File: config.mk
export PLATFORM = sky130hd
export DESIGN_NAME = ctc_greedy_decoder_unit
export DESIGN_NICKNAME = d
export VERILOG_FILES = /design/src/ctcg_pkg.sv /design/src/ctc_greedy_decoder_unit.sv /design/src/ctcg_queue.sv /design/src/ctcg_front.sv /design/src/ctcg_back.sv
export SDC_FILE = /design/constraint.sdc
export NUM_CORES = 1
export LEC_CHECK = 0
export BUFFER_PORTS_ARGS = -buffer_cell sky130_fd_sc_hd__buf_4
export CAP_MARGIN = 40
export CORE_ASPECT_RATIO = 0.5
export CORE_MARGIN = 2
export CORE_UTILIZATION = 45
export CTS_CLUSTER_SIZE = 10
export DETAILED_ROUTE_END_ITERATION = 6
export MAX_ROUTING_LAYER = met4
export RECOVER_POWER = 25
export SLEW_MARGIN = 10
export SYNTH_ARGS = -nofsm -noshare
export SYNTH_HDL_FRONTEND = slang
export SYNTH_SLANG_ARGS = --single-unit
File: constraint.sdc
create_clock -name clk -period 5.8 [get_ports clk]
set_input_delay 1.16 -clock clk [delete_from_list [all_inputs] [get_ports clk]]
set_output_delay 1.16 -clock clk [all_outputs]
set_load 0.01 [all_outputs]
File: src/ctcg_pkg.sv
// shared types and constants of the ctc greedy decoder
package ctcg_pkg;

  // configuration register widths
  localparam int CLASSES_W    = 9;
  localparam int STEP_COUNT_W = 7;
  localparam int VOCAB_W      = 8;
  localparam int CFG_INDEX_W  = 2;
  localparam int CFG_DATA_W   = 9;

  // fixed result field widths
  localparam int SYM_INDEX_W  = 8;
  localparam int CHAR_TOTAL_W = 7;

  // register indexes on the configuration channel
  typedef enum logic [CFG_INDEX_W-1:0] {
    REG_CLASSES    = 2'd0,
    REG_STEP_COUNT = 2'd1,
    REG_VOCAB      = 2'd2,
    REG_UNUSED     = 2'd3
  } reg_index_t;

  // register values after reset
  localparam logic [CLASSES_W-1:0]    CLASSES_RST    = 9'd69;
  localparam logic [STEP_COUNT_W-1:0] STEP_COUNT_RST = 7'd40;
  localparam logic [VOCAB_W-1:0]      VOCAB_RST      = 8'd68;

  // configuration as seen by the front and back parts
  typedef struct packed {
    logic [CLASSES_W-1:0]    n_classes;
    logic [STEP_COUNT_W-1:0] step_count;
    logic [VOCAB_W-1:0]      vocab_len;
  } cfg_t;

endpackage

File: src/ctc_greedy_decoder_unit.sv
// CTC greedy decoder: streamed class scores in, character indices and a sequence summary out
//
// Scores arrive one per transaction, classes in order within each time step. The front part
// keeps the running argmax and takes one score per cycle as long as its four-entry step queue
// has room. The back part takes one finished step per cycle while it is idle and its result
// register is free, drops blanks, repeats and indices at or above the vocabulary size, and
// registers each character result. At the end of a sequence the mean score is found by a
// restoring divider giving one quotient bit per cycle over the SCORE_WIDTH + clog2(MAX_STEPS+1)
// bit score sum. The back part stays busy through the division, if any, and the summary on a
// sequence end, and the queue absorbs four steps meanwhile: with at least six classes per
// step, sequences of at least 24 scores more than they have steps, and a free result consumer
// the front never waits; shorter steps or sequences stall the input at each sequence end.
// The user must write registers through the configuration channel only while the block is
// idle; the block itself does not enforce this.
module ctc_greedy_decoder_unit import ctcg_pkg::*; #(
  parameter int MAX_CLASSES = 256,
  parameter int MAX_STEPS   = 64,
  parameter int SCORE_WIDTH = 16,
  localparam int IN_W  = ((SCORE_WIDTH + 7) / 8) * 8,
  localparam int FLD_W = SYM_INDEX_W + CHAR_TOTAL_W + 2 * SCORE_WIDTH,
  localparam int OUT_W = ((FLD_W + 7) / 8) * 8
) (
  input  logic                   clk,
  input  logic                   rst,
  // configuration write channel
  input  logic                   cfg_valid,
  output logic                   cfg_ready,
  input  logic [CFG_INDEX_W-1:0] cfg_index,
  input  logic [CFG_DATA_W-1:0]  cfg_data,
  // score stream
  input  logic                   s_axis_tvalid,
  output logic                   s_axis_tready,
  input  logic [IN_W-1:0]        s_axis_tdata,  // score, zero padding
  // result stream
  output logic                   m_axis_tvalid,
  input  logic                   m_axis_tready,
  output logic [OUT_W-1:0]       m_axis_tdata,  // sym_index, char_score, char_total, mean_score, padding
  output logic                   m_axis_tuser,  // is_summary
  output logic                   m_axis_tlast
);

  localparam int CLS_W = $clog2(MAX_CLASSES);
  localparam int EV_W  = CLS_W + SCORE_WIDTH + 1;
  localparam int PAD_W = OUT_W - FLD_W;

  cfg_t                          cfg;
  logic                          q_full;
  logic                          q_empty;
  logic                          q_pop;
  logic                          ev_push;
  logic [CLS_W-1:0]              ev_class_w;
  logic signed [SCORE_WIDTH-1:0] ev_score_w;
  logic                          ev_seq_end_w;
  logic [EV_W-1:0]               q_wr;
  logic [EV_W-1:0]               q_rd;
  logic [SYM_INDEX_W-1:0]        out_index;
  logic [SCORE_WIDTH-1:0]        out_score;
  logic [CHAR_TOTAL_W-1:0]       out_total;
  logic [SCORE_WIDTH-1:0]        out_mean;

  // configuration registers
  assign cfg_ready = 1'b1;

  always_ff @(posedge clk) begin
    if (rst) begin
      cfg.n_classes  <= CLASSES_RST;
      cfg.step_count <= STEP_COUNT_RST;
      cfg.vocab_len  <= VOCAB_RST;
    end else if (cfg_valid) begin
      unique case (reg_index_t'(cfg_index))
        REG_CLASSES:    cfg.n_classes  <= cfg_data[CLASSES_W-1:0];
        REG_STEP_COUNT: cfg.step_count <= cfg_data[STEP_COUNT_W-1:0];
        REG_VOCAB:      cfg.vocab_len  <= cfg_data[VOCAB_W-1:0];
        default: ;
      endcase
    end
  end

  // argmax front
  ctcg_front #(
    .MAX_CLASSES (MAX_CLASSES),
    .MAX_STEPS   (MAX_STEPS),
    .SCORE_WIDTH (SCORE_WIDTH)
  ) u_front (
    .clk        (clk),
    .rst        (rst),
    .cfg        (cfg),
    .in_valid   (s_axis_tvalid),
    .in_ready   (s_axis_tready),
    .in_score   (s_axis_tdata[SCORE_WIDTH-1:0]),
    .q_full     (q_full),
    .ev_push    (ev_push),
    .ev_class   (ev_class_w),
    .ev_score   (ev_score_w),
    .ev_seq_end (ev_seq_end_w)
  );

  // step event queue
  assign q_wr = {ev_seq_end_w, ev_score_w, ev_class_w};

  ctcg_queue #(
    .WIDTH (EV_W),
    .DEPTH (4)
  ) u_queue (
    .clk     (clk),
    .rst     (rst),
    .push    (ev_push),
    .wr_data (q_wr),
    .pop     (q_pop),
    .rd_data (q_rd),
    .full    (q_full),
    .empty   (q_empty)
  );

  // filtering, accumulation and result back end
  ctcg_back #(
    .MAX_CLASSES (MAX_CLASSES),
    .MAX_STEPS   (MAX_STEPS),
    .SCORE_WIDTH (SCORE_WIDTH)
  ) u_back (
    .clk         (clk),
    .rst         (rst),
    .vocab_len   (cfg.vocab_len),
    .q_empty     (q_empty),
    .q_pop       (q_pop),
    .ev_class    (q_rd[CLS_W-1:0]),
    .ev_score    (q_rd[CLS_W+SCORE_WIDTH-1:CLS_W]),
    .ev_seq_end  (q_rd[EV_W-1]),
    .out_valid   (m_axis_tvalid),
    .out_ready   (m_axis_tready),
    .out_summary (m_axis_tuser),
    .out_index   (out_index),
    .out_score   (out_score),
    .out_total   (out_total),
    .out_mean    (out_mean),
    .out_last    (m_axis_tlast)
  );

  // result packing, first field lowest
  assign m_axis_tdata = {{PAD_W{1'b0}}, out_mean, out_total, out_score, out_index};

endmodule

File: src/ctcg_queue.sv
// small register queue carrying step events from the front to the back part
module ctcg_queue import ctcg_pkg::*; #(
  parameter int WIDTH = 25,
  parameter int DEPTH = 4
) (
  input  logic             clk,
  input  logic             rst,
  input  logic             push,
  input  logic [WIDTH-1:0] wr_data,
  input  logic             pop,
  output logic [WIDTH-1:0] rd_data,
  output logic             full,
  output logic             empty
);

  localparam int AW = (DEPTH > 1) ? $clog2(DEPTH) : 1;

  logic [WIDTH-1:0] slots [DEPTH];
  logic [AW-1:0]    wr_ptr;
  logic [AW-1:0]    rd_ptr;
  logic [AW:0]      fill;

  assign full    = (fill == (AW+1)'(DEPTH));
  assign empty   = (fill == '0);
  assign rd_data = slots[rd_ptr];

  // pointer and fill tracking
  always_ff @(posedge clk) begin
    if (rst) begin
      wr_ptr <= '0;
      rd_ptr <= '0;
      fill   <= '0;
    end else begin
      if (push) begin
        wr_ptr <= (wr_ptr == AW'(DEPTH - 1)) ? '0 : wr_ptr + AW'(1);
      end
      if (pop) begin
        rd_ptr <= (rd_ptr == AW'(DEPTH - 1)) ? '0 : rd_ptr + AW'(1);
      end
      if (push && !pop) begin
        fill <= fill + (AW+1)'(1);
      end else if (pop && !push) begin
        fill <= fill - (AW+1)'(1);
      end
    end
  end

  // entry storage
  always_ff @(posedge clk) begin
    if (push) begin
      slots[wr_ptr] <= wr_data;
    end
  end

  a_no_overflow: assert property (@(posedge clk) disable iff (rst)
    push |-> (!full || pop))
    else $error("queue written while full");

  a_no_underflow: assert property (@(posedge clk) disable iff (rst)
    pop |-> !empty)
    else $error("queue read while empty");

  a_fill_bound: assert property (@(posedge clk) disable iff (rst)
    (push && !pop) |=> (fill != '0))
    else $error("queue fill lost a transaction");

endmodule

File: src/ctcg_front.sv
// front part: running argmax over the classes of each time step
module ctcg_front import ctcg_pkg::*; #(
  parameter int MAX_CLASSES = 256,
  parameter int MAX_STEPS   = 64,
  parameter int SCORE_WIDTH = 16,
  localparam int CLS_W = $clog2(MAX_CLASSES)
) (
  input  logic                          clk,
  input  logic                          rst,
  input  cfg_t                          cfg,
  input  logic                          in_valid,
  output logic                          in_ready,
  input  logic signed [SCORE_WIDTH-1:0] in_score,
  input  logic                          q_full,
  output logic                          ev_push,
  output logic [CLS_W-1:0]              ev_class,
  output logic signed [SCORE_WIDTH-1:0] ev_score,
  output logic                          ev_seq_end
);

  localparam int CCW   = (CLS_W + 1 > CLASSES_W) ? CLS_W + 1 : CLASSES_W;
  localparam int STP_W = (MAX_STEPS > 1) ? $clog2(MAX_STEPS) : 1;
  localparam int SCW   = (STP_W + 1 > STEP_COUNT_W) ? STP_W + 1 : STEP_COUNT_W;

  logic [CLS_W-1:0]              class_pos;
  logic [STP_W-1:0]              step_pos;
  logic signed [SCORE_WIDTH-1:0] best_score;
  logic [CLS_W-1:0]              best_class;

  logic [CCW-1:0]                nc_raw;
  logic [CCW-1:0]                nc;
  logic [SCW-1:0]                ns_raw;
  logic [SCW-1:0]                ns;
  logic                          accept;
  logic                          step_end;
  logic                          seq_end;
  logic signed [SCORE_WIDTH-1:0] cur_score;
  logic [CLS_W-1:0]              cur_class;

  // limits clamped into their legal range
  always_comb begin
    nc_raw = CCW'(cfg.n_classes);
    ns_raw = SCW'(cfg.step_count);
    if (nc_raw == '0) begin
      nc = CCW'(1);
    end else if (nc_raw > CCW'(MAX_CLASSES)) begin
      nc = CCW'(MAX_CLASSES);
    end else begin
      nc = nc_raw;
    end
    if (ns_raw == '0) begin
      ns = SCW'(1);
    end else if (ns_raw > SCW'(MAX_STEPS)) begin
      ns = SCW'(MAX_STEPS);
    end else begin
      ns = ns_raw;
    end
  end

  assign in_ready = !q_full;
  assign accept   = in_valid && !q_full;

  // argmax update, first maximum wins
  always_comb begin
    if (class_pos == '0) begin
      cur_score = in_score;
      cur_class = '0;
    end else if (in_score > best_score) begin
      cur_score = in_score;
      cur_class = class_pos;
    end else begin
      cur_score = best_score;
      cur_class = best_class;
    end
  end

  assign step_end = (CCW'(class_pos) + CCW'(1)) >= nc;
  assign seq_end  = (SCW'(step_pos) + SCW'(1)) >= ns;

  assign ev_push    = accept && step_end;
  assign ev_class   = cur_class;
  assign ev_score   = cur_score;
  assign ev_seq_end = seq_end;

  // class and step position counters
  always_ff @(posedge clk) begin
    if (rst) begin
      class_pos <= '0;
      step_pos  <= '0;
    end else if (accept) begin
      class_pos <= step_end ? '0 : class_pos + CLS_W'(1);
      if (step_end) begin
        step_pos <= seq_end ? '0 : step_pos + STP_W'(1);
      end
    end
  end

  // running best of the current step
  always_ff @(posedge clk) begin
    if (accept) begin
      best_score <= cur_score;
      best_class <= cur_class;
    end
  end

endmodule

File: src/ctcg_back.sv
// back part: repeat and blank filtering, score accumulation, mean divider, result register
module ctcg_back import ctcg_pkg::*; #(
  parameter int MAX_CLASSES = 256,
  parameter int MAX_STEPS   = 64,
  parameter int SCORE_WIDTH = 16,
  localparam int CLS_W = $clog2(MAX_CLASSES)
) (
  input  logic                          clk,
  input  logic                          rst,
  input  logic [VOCAB_W-1:0]            vocab_len,
  input  logic                          q_empty,
  output logic                          q_pop,
  input  logic [CLS_W-1:0]              ev_class,
  input  logic signed [SCORE_WIDTH-1:0] ev_score,
  input  logic                          ev_seq_end,
  output logic                          out_valid,
  input  logic                          out_ready,
  output logic                          out_summary,
  output logic [SYM_INDEX_W-1:0]        out_index,
  output logic [SCORE_WIDTH-1:0]        out_score,
  output logic [CHAR_TOTAL_W-1:0]       out_total,
  output logic [SCORE_WIDTH-1:0]        out_mean,
  output logic                          out_last
);

  localparam int CNT_W  = $clog2(MAX_STEPS + 1);
  localparam int SUM_W  = SCORE_WIDTH + CNT_W;
  localparam int DIV_W  = $clog2(SUM_W);
  localparam int VW     = (CLS_W > VOCAB_W) ? CLS_W : VOCAB_W;
  localparam int TOT_XW = (CNT_W > CHAR_TOTAL_W) ? CNT_W : CHAR_TOTAL_W;

  typedef enum logic [2:0] {
    ST_IDLE = 3'b001,
    ST_DIV  = 3'b010,
    ST_SUM  = 3'b100
  } state_t;

  state_t            state;
  state_t            state_next;
  logic [CLS_W-1:0]  prev_class;
  logic              prev_valid;
  logic [SUM_W-1:0]  acc_sum;
  logic [CNT_W-1:0]  emitted_count;
  logic [SUM_W-1:0]  quo;
  logic [CNT_W-1:0]  rem;
  logic              div_neg;
  logic [DIV_W-1:0]  div_step;

  logic              out_free;
  logic [VW-1:0]     char_idx;
  logic              emit;
  logic [SUM_W-1:0]  sum_next;
  logic [CNT_W-1:0]  count_next;
  logic [CNT_W:0]    rem_sh;
  logic              rem_ge;
  logic [SUM_W-1:0]  quo_signed;
  logic              load_summary;
  logic [TOT_XW-1:0] total_ext;

  assign out_free = !out_valid || out_ready;
  assign q_pop    = (state == ST_IDLE) && !q_empty && out_free;

  // blank, repeat and vocabulary checks on the popped step
  assign char_idx = VW'(ev_class) - VW'(1);
  assign emit     = (ev_class != '0) && (!prev_valid || (ev_class != prev_class)) &&
                    (char_idx < VW'(vocab_len));

  assign sum_next   = emit ? acc_sum + {{(SUM_W - SCORE_WIDTH){ev_score[SCORE_WIDTH-1]}},
                                        ev_score}
                           : acc_sum;
  assign count_next = emit ? emitted_count + CNT_W'(1) : emitted_count;

  // one quotient bit per cycle, restoring
  assign rem_sh = {rem, quo[SUM_W-1]};
  assign rem_ge = rem_sh >= (CNT_W+1)'(emitted_count);

  assign quo_signed   = div_neg ? (~quo + SUM_W'(1)) : quo;
  assign load_summary = (state == ST_SUM) && out_free;
  assign total_ext    = TOT_XW'(emitted_count);

  // sequencer
  always_comb begin
    state_next = state;
    unique case (state)
      ST_IDLE: begin
        if (q_pop && ev_seq_end) begin
          state_next = (count_next == '0) ? ST_SUM : ST_DIV;
        end
      end
      ST_DIV: begin
        if (div_step == DIV_W'(SUM_W - 1)) begin
          state_next = ST_SUM;
        end
      end
      ST_SUM: begin
        if (out_free) begin
          state_next = ST_IDLE;
        end
      end
      default: state_next = ST_IDLE;
    endcase
  end

  // control state and sequence accumulators
  always_ff @(posedge clk) begin
    if (rst) begin
      state         <= ST_IDLE;
      prev_valid    <= 1'b0;
      acc_sum       <= '0;
      emitted_count <= '0;
      out_valid     <= 1'b0;
    end else begin
      state <= state_next;
      if (q_pop) begin
        prev_valid    <= 1'b1;
        acc_sum       <= sum_next;
        emitted_count <= count_next;
      end else if (load_summary) begin
        prev_valid    <= 1'b0;
        acc_sum       <= '0;
        emitted_count <= '0;
      end
      if ((q_pop && emit) || load_summary) begin
        out_valid <= 1'b1;
      end else if (out_ready) begin
        out_valid <= 1'b0;
      end
    end
  end

  // divider datapath and previous argmax
  always_ff @(posedge clk) begin
    if (q_pop) begin
      prev_class <= ev_class;
      div_neg    <= sum_next[SUM_W-1];
      quo        <= sum_next[SUM_W-1] ? (~sum_next + SUM_W'(1)) : sum_next;
      rem        <= '0;
      div_step   <= '0;
    end else if (state == ST_DIV) begin
      rem      <= rem_ge ? CNT_W'(rem_sh - (CNT_W+1)'(emitted_count)) : rem_sh[CNT_W-1:0];
      quo      <= {quo[SUM_W-2:0], rem_ge};
      div_step <= div_step + DIV_W'(1);
    end
  end

  // result register
  always_ff @(posedge clk) begin
    if (q_pop && emit) begin
      out_summary <= 1'b0;
      out_index   <= char_idx[SYM_INDEX_W-1:0];
      out_score   <= ev_score;
      out_total   <= '0;
      out_mean    <= '0;
      out_last    <= 1'b0;
    end else if (load_summary) begin
      out_summary <= 1'b1;
      out_index   <= '0;
      out_score   <= '0;
      out_total   <= total_ext[CHAR_TOTAL_W-1:0];
      out_mean    <= (emitted_count == '0) ? '0 : quo_signed[SCORE_WIDTH-1:0];
      out_last    <= 1'b1;
    end
  end

  a_count_bound: assert property (@(posedge clk) disable iff (rst)
    emitted_count <= CNT_W'(MAX_STEPS))
    else $error("character count beyond the step limit");

  a_div_exit: assert property (@(posedge clk) disable iff (rst)
    (state == ST_DIV) |=> (state == ST_DIV || state == ST_SUM))
    else $error("divider left without a summary");

  a_clear_after_summary: assert property (@(posedge clk) disable iff (rst)
    load_summary |=> (acc_sum == '0 && emitted_count == '0 && !prev_valid))
    else $error("sequence state not cleared after summary");

  a_last_is_summary: assert property (@(posedge clk) disable iff (rst)
    (out_valid && out_last) |-> out_summary)
    else $error("last flag on a character result");

endmodule
# After elaboration in Yosys (flattened, before gate mapping)
# Memories as Yosys holds them, arrays and structs flattened. A register that Yosys moved wholly into a read port is not among the register bits.
# Index checks and enable logic that the tools add are counted.
# totals
elab_cells,144
register_bits,196
ram_bits,100
n_memories,1
# classes
n_reduce_logical,38
eq_ne,13
muxes,43
bitwise_logic,2
n_addsub,15
order_cmp,7
# mem_list
memory,depth,word_bits,rd,rd_ports_with_merged_regs,wr,line_no,source
u_queue.slots,4,25,1,1,1,ctcg_queue.sv:18,logic [WIDTH-1:0] slots [DEPTH];
# ops
operator,count
$mux 23,6
$mux 16,6
$mux 7,6
$mux 8,5
$add 23x1->23 const B,1
$add 23x23->23,1
$not 23->23,1
$logic_not 7->1,3
$mux 3,6
$mux 9,2
$add 16x1->16 const B,1
$gt 16x16->1,1
$not 16->16,1
$logic_and 1x1->1,11
$reduce_bool 2->1,5
$add 8x1->9 const B,1
$ge 9x9->1,1
$gt 9x9->1 const B,1
$logic_not 9->1,1
$pmux 3 s3,1
$add 8x1->8 const B,1
$ge 8x7->1,1
$logic_not 8->1,1
$lt 8x8->1,1
30 further kinds,53

# Longest topological paths before layout
# logic_depth
ltp_word,9
depth_mapped,24
ltp_nobuf,20

# Cells and area by module
# A second synthesis with hierarchy kept.
# unflattened
cells_unflattened,1505
area_unflattened_um2,15956.6
# modules_own_cells
module,n_inst,area_each_um2,seq_area_each_um2,cells_per_inst
ctcg_back,1,8082.8,3103.0,935
ctcg_queue,1,4091.4,3183.1,175
ctcg_front,1,2750.1,1001.0,293
ctc_greedy_decoder_unit,1,1032.2,480.5,102

# Least setup slack after synthesis
# No wires, ideal clock.
# synth_path
kind,reg-to-reg
start,reg (tool-made name)
end,"reg u_back.quo[20], data pin"
arrival_ps,5264
path_buffers,4
stages_incl_launch_ff,25
setup_slack_ps,260
setup_time_ps,275
cell_sequence,dfxtp_1 buf_6 buf_12 mux4_2 inv_1 ha_1 inv_1 or2_2 or4_1 xnor2_1 ha_1 nand2_1 o21ai_0 or3_1 buf_6 nor2_4 buf_2 mux2i_1 ha_1 nand4_1 o41ai_1 nand3_1 or3_1 a21oi_1 o221ai_1
# synth_lines
element,line_no,source
to (signal assigned),ctcg_back.sv:136,quo <= sum_next[SUM_W-1] ? (~sum_next + SUM_W'(1)) : sum_next;
to (signal assigned),ctcg_back.sv:141,"quo <= {quo[SUM_W-2:0], rem_ge};"
to (decl),ctcg_back.sv:44,logic [SUM_W-1:0] quo;

==> results.txt <==
GP Congestion -> 0.909
Initial antenna violation count -> 0
Worst setup margin -> 0.304 ns
Post-synth top area share -> 34.3%
Fin crit period -> 5.50 ns
Std-Cell Rows -> 48
Layout cell share with drive strength beyond 1 -> 11.1%
Syn Area/Cell -> 10.6 um2
CTS Buffer Depth -> 3
Sink Count -> 298
Gr usage total -> 20.6%
Setup_tns -> 0 ns
Synth area leaders -> edfxtp_1 (34%), dfxtp_1 (15%), ha_1 (6.8%), mux4_2 (3.6%), nor2_1 (3.3%)
Max-cap violations -> 1
Horiz. Die Dim -> 269 um
Worst-Margin Slew -> 3.27 ns
CP required -> 6.05 ns
Worst hold slack -> 0.458 ns
Startpoint type of the worst setup path -> register
Most frequent cell after synthesis -> edfxtp_1
Synthesized area -> 15700 um2
Detailed Place HPWL -> 26100 um
Yosys warns -> 0
Chip height -> 136 um
Final Util -> 51.3%
Final Instance Count excl. Fillers -> 2056
Post_cts resized -> 0
Final setup violation count -> 0
Worst EP arrival -> 5.75 ns
Hold Crit Class -> register to register
CTS HTree Levels -> 2
Post-layout nets -> 1685
Fill count -> 3162
Worst-Skew Late Latency -> 0.53 ns
Failing checks -> capacitance limit, slew limit
Worst Setup End Kind -> register
Yosys reg bits -> 298
Worst path max stage delay -> 0.53 ns
DRT iter0 DRCs -> 783
Gr ovfl total -> 0
Total core area -> 34500 um2
Peak supply drop -> 0.260 mV
Fin. Hold Viols -> 0
DRC viols -> 0
Slowest library cell on the worst path -> mux4_2
CTS tree -> built
Routed WL -> 36500 um
Setup Crit Path Kind -> register to register
Most used DFF post-synth -> edfxtp_1
Layout area overhead -> 12.4%
Max frequency -> 182 MHz
DR pass1 iterations -> 5
Leakage -> 6.67 nW
Initial Util -> 45.7%
Placed Cells incl. Taps -> 2003
Syn nets -> 1607
Worst clock skew -> 0.0202 ns
Hold bufs inserted after CTS -> 0
Vias in the first global route -> 10963
Port bufs -> 82
Critical path cell sequence -> mux4_2, inv_1, ha_1, inv_1, or2_2, or4_1, xnor2_1, ha_1, nand2_1, o21ai_0, or3_4, nor2_4, mux2i_2, ha_2, nand4_1, o41ai_2, buf_4, nand3_1, or3_1, a21oi_1, o221ai_1
Post-synth EDFFs -> 180
Fraction of registers with async set/reset -> 0%
Critical path buffers and inverters -> 3
Mapped Cells -> 1487
ANT nets after route -> 0
Sequential element share of the synthesized area -> 49.3%
IO Pins -> 85
Vias/cell -> 5.52
DIE AREA -> 36600 um2
Post CTS Setup Buffer Count -> 0
Status -> finished with violations
Pins Over Slew Limit -> 69
# diodes -> 0
Drt wl/cell -> 17.8 um
Period utilisation layout -> 94.8%
CP top delay family -> simple AND/OR/NAND/NOR gates
Maximum fanout along the worst path -> 6
CTS clk-pin slew, worst paths -> 0.06 ns
Synth cell count leaders -> edfxtp_1 (180), nor2_1 (137), nand2_1 (131)
PD cells -> 575 nW/um2
Synth unique cells -> 84
Placement Setup Slack -> 0.136 ns
Clk root buf -> clkbuf_16
DR vias -> 11354
Largest net degree at the start of global routing -> 69
CTS Buf Count -> 35
Worst rel slew slack -> -118%
First-pass GRT wire length -> 58200 um
Area leader, netlist -> edfxtp_1
## sequential cells by signal, summed over array words and instances (netlist names), 5 cells and up, named ones only
| name | cells |
|---|---|
| u_queue.slots | 100 |
| cfg | 24 |
| u_back.acc_sum | 23 |
| u_back.quo | 23 |
| u_back.out_mean | 16 |
| u_back.out_score | 16 |
| u_front.best_score | 16 |
| u_back.out_index | 8 |
| u_back.prev_class | 8 |
| u_front.best_class | 8 |
| u_front.class_pos | 8 |
| u_back.emitted_count | 7 |
| u_back.out_total | 7 |
| u_back.rem | 7 |
| u_front.step_pos | 6 |
| u_back.div_step | 5 |
## per-stage QoR
step	power [mW]	instance area, um2
final	10.2	17700
after detailed placement	8.20	16900
after global routing	10.9	17700
after floorplan	6.83	15700
after global placement	8.07	16900
after CTS	10.2	17900
## final timing paths
kind                                       endpoint  depth (start not counted)  slack (ns)                start
worst min-delay path            u_back.out_total[3]                          2        0.46  u_back.out_total[3]
worst max register to register       u_back.quo[20]                         21        0.30             register
worst max-delay path                 u_back.quo[20]                         21        0.30             register
worst min register to register  u_back.out_total[3]                          2        0.46  u_back.out_total[3]
## tightest hold or removal path: cells and delay by family (launching register included)
kind	cells	cell delay, ns
DFF	1	0.30
and+or+nand+nor	1	0.05
AOI/OAI and AO/OA	1	0.05
## layout by cell type (no fill, tap or decap), types with 14 or more instances in the layout
cell type	netlist	layout
dfxtp_1	118	117
mux2_2	18	18
inv_1	63	64
nor2_1	137	137
nor3_1	21	21
nand4_1	23	23
o21ai_1	18	18
xnor2_1	43	43
a21oi_1	91	91
a21o_1	23	23
nand2_1	131	131
nand3_1	50	50
a31oi_1	20	20
clkbuf_1	48	70
edfxtp_1	180	180
a22o_1	14	14
buf_4	4	54
ha_1	85	84
xor2_1	38	38
mux2i_1	40	38
clkbuf_16	0	35
and3_1	31	31
o21ai_0	64	64
mux4_2	25	25
nor2b_1	18	18
## routing by layer
metal	vias up	track usage (%)	part of all wire [%]
met3	56	3.30	4.9
met2	247	31.6	44
met5	-	-	0
met4	0	4.78	1.9
li1	5577	-	-
met1	5474	28.9	49
## cell type report
| cell class | instances | area [um2] | area share, % |
|---|---|---|---|
| clock buffer | 50 | 942 | 5.32 |
| tap | 475 | 594 | 3.36 |
| clock inverter | 3 | 48.8 | 0.276 |
| timing repair buffer | 115 | 668 | 3.78 |
| inverter | 67 | 251 | 1.42 |
| sequential | 298 | 7770 | 43.9 |
| multi-input combinational | 1048 | 7420 | 41.9 |
## logic make-up (layout without fill, tap and decap cells)
family,count (synthesis),in the layout,share of synthesized area [%]
other,2,2,0.0477
buffers and inverters,141,235,3.78
multiplexers,84,84,7.55
AND/OR/NAND/NOR,480,480,14.9
adder cells (fa/ha/maj),88,88,7.14
XOR/XNOR,82,82,4.61
AO/OA/AOI/OAI,312,312,12.6
flip-flops,298,298,49.3
## power breakdown
part	leakage (nW)	total [mW]	switching [mW]	internal [mW]
clock	0.479	1.99	0.856	1.13
sequential	2.64	3.12	0.291	2.83
combinational	3.55	5.06	3.21	1.85
total	6.67	10.2	4.35	5.81
No activity file was read; power rests on OpenSTA's default activity.
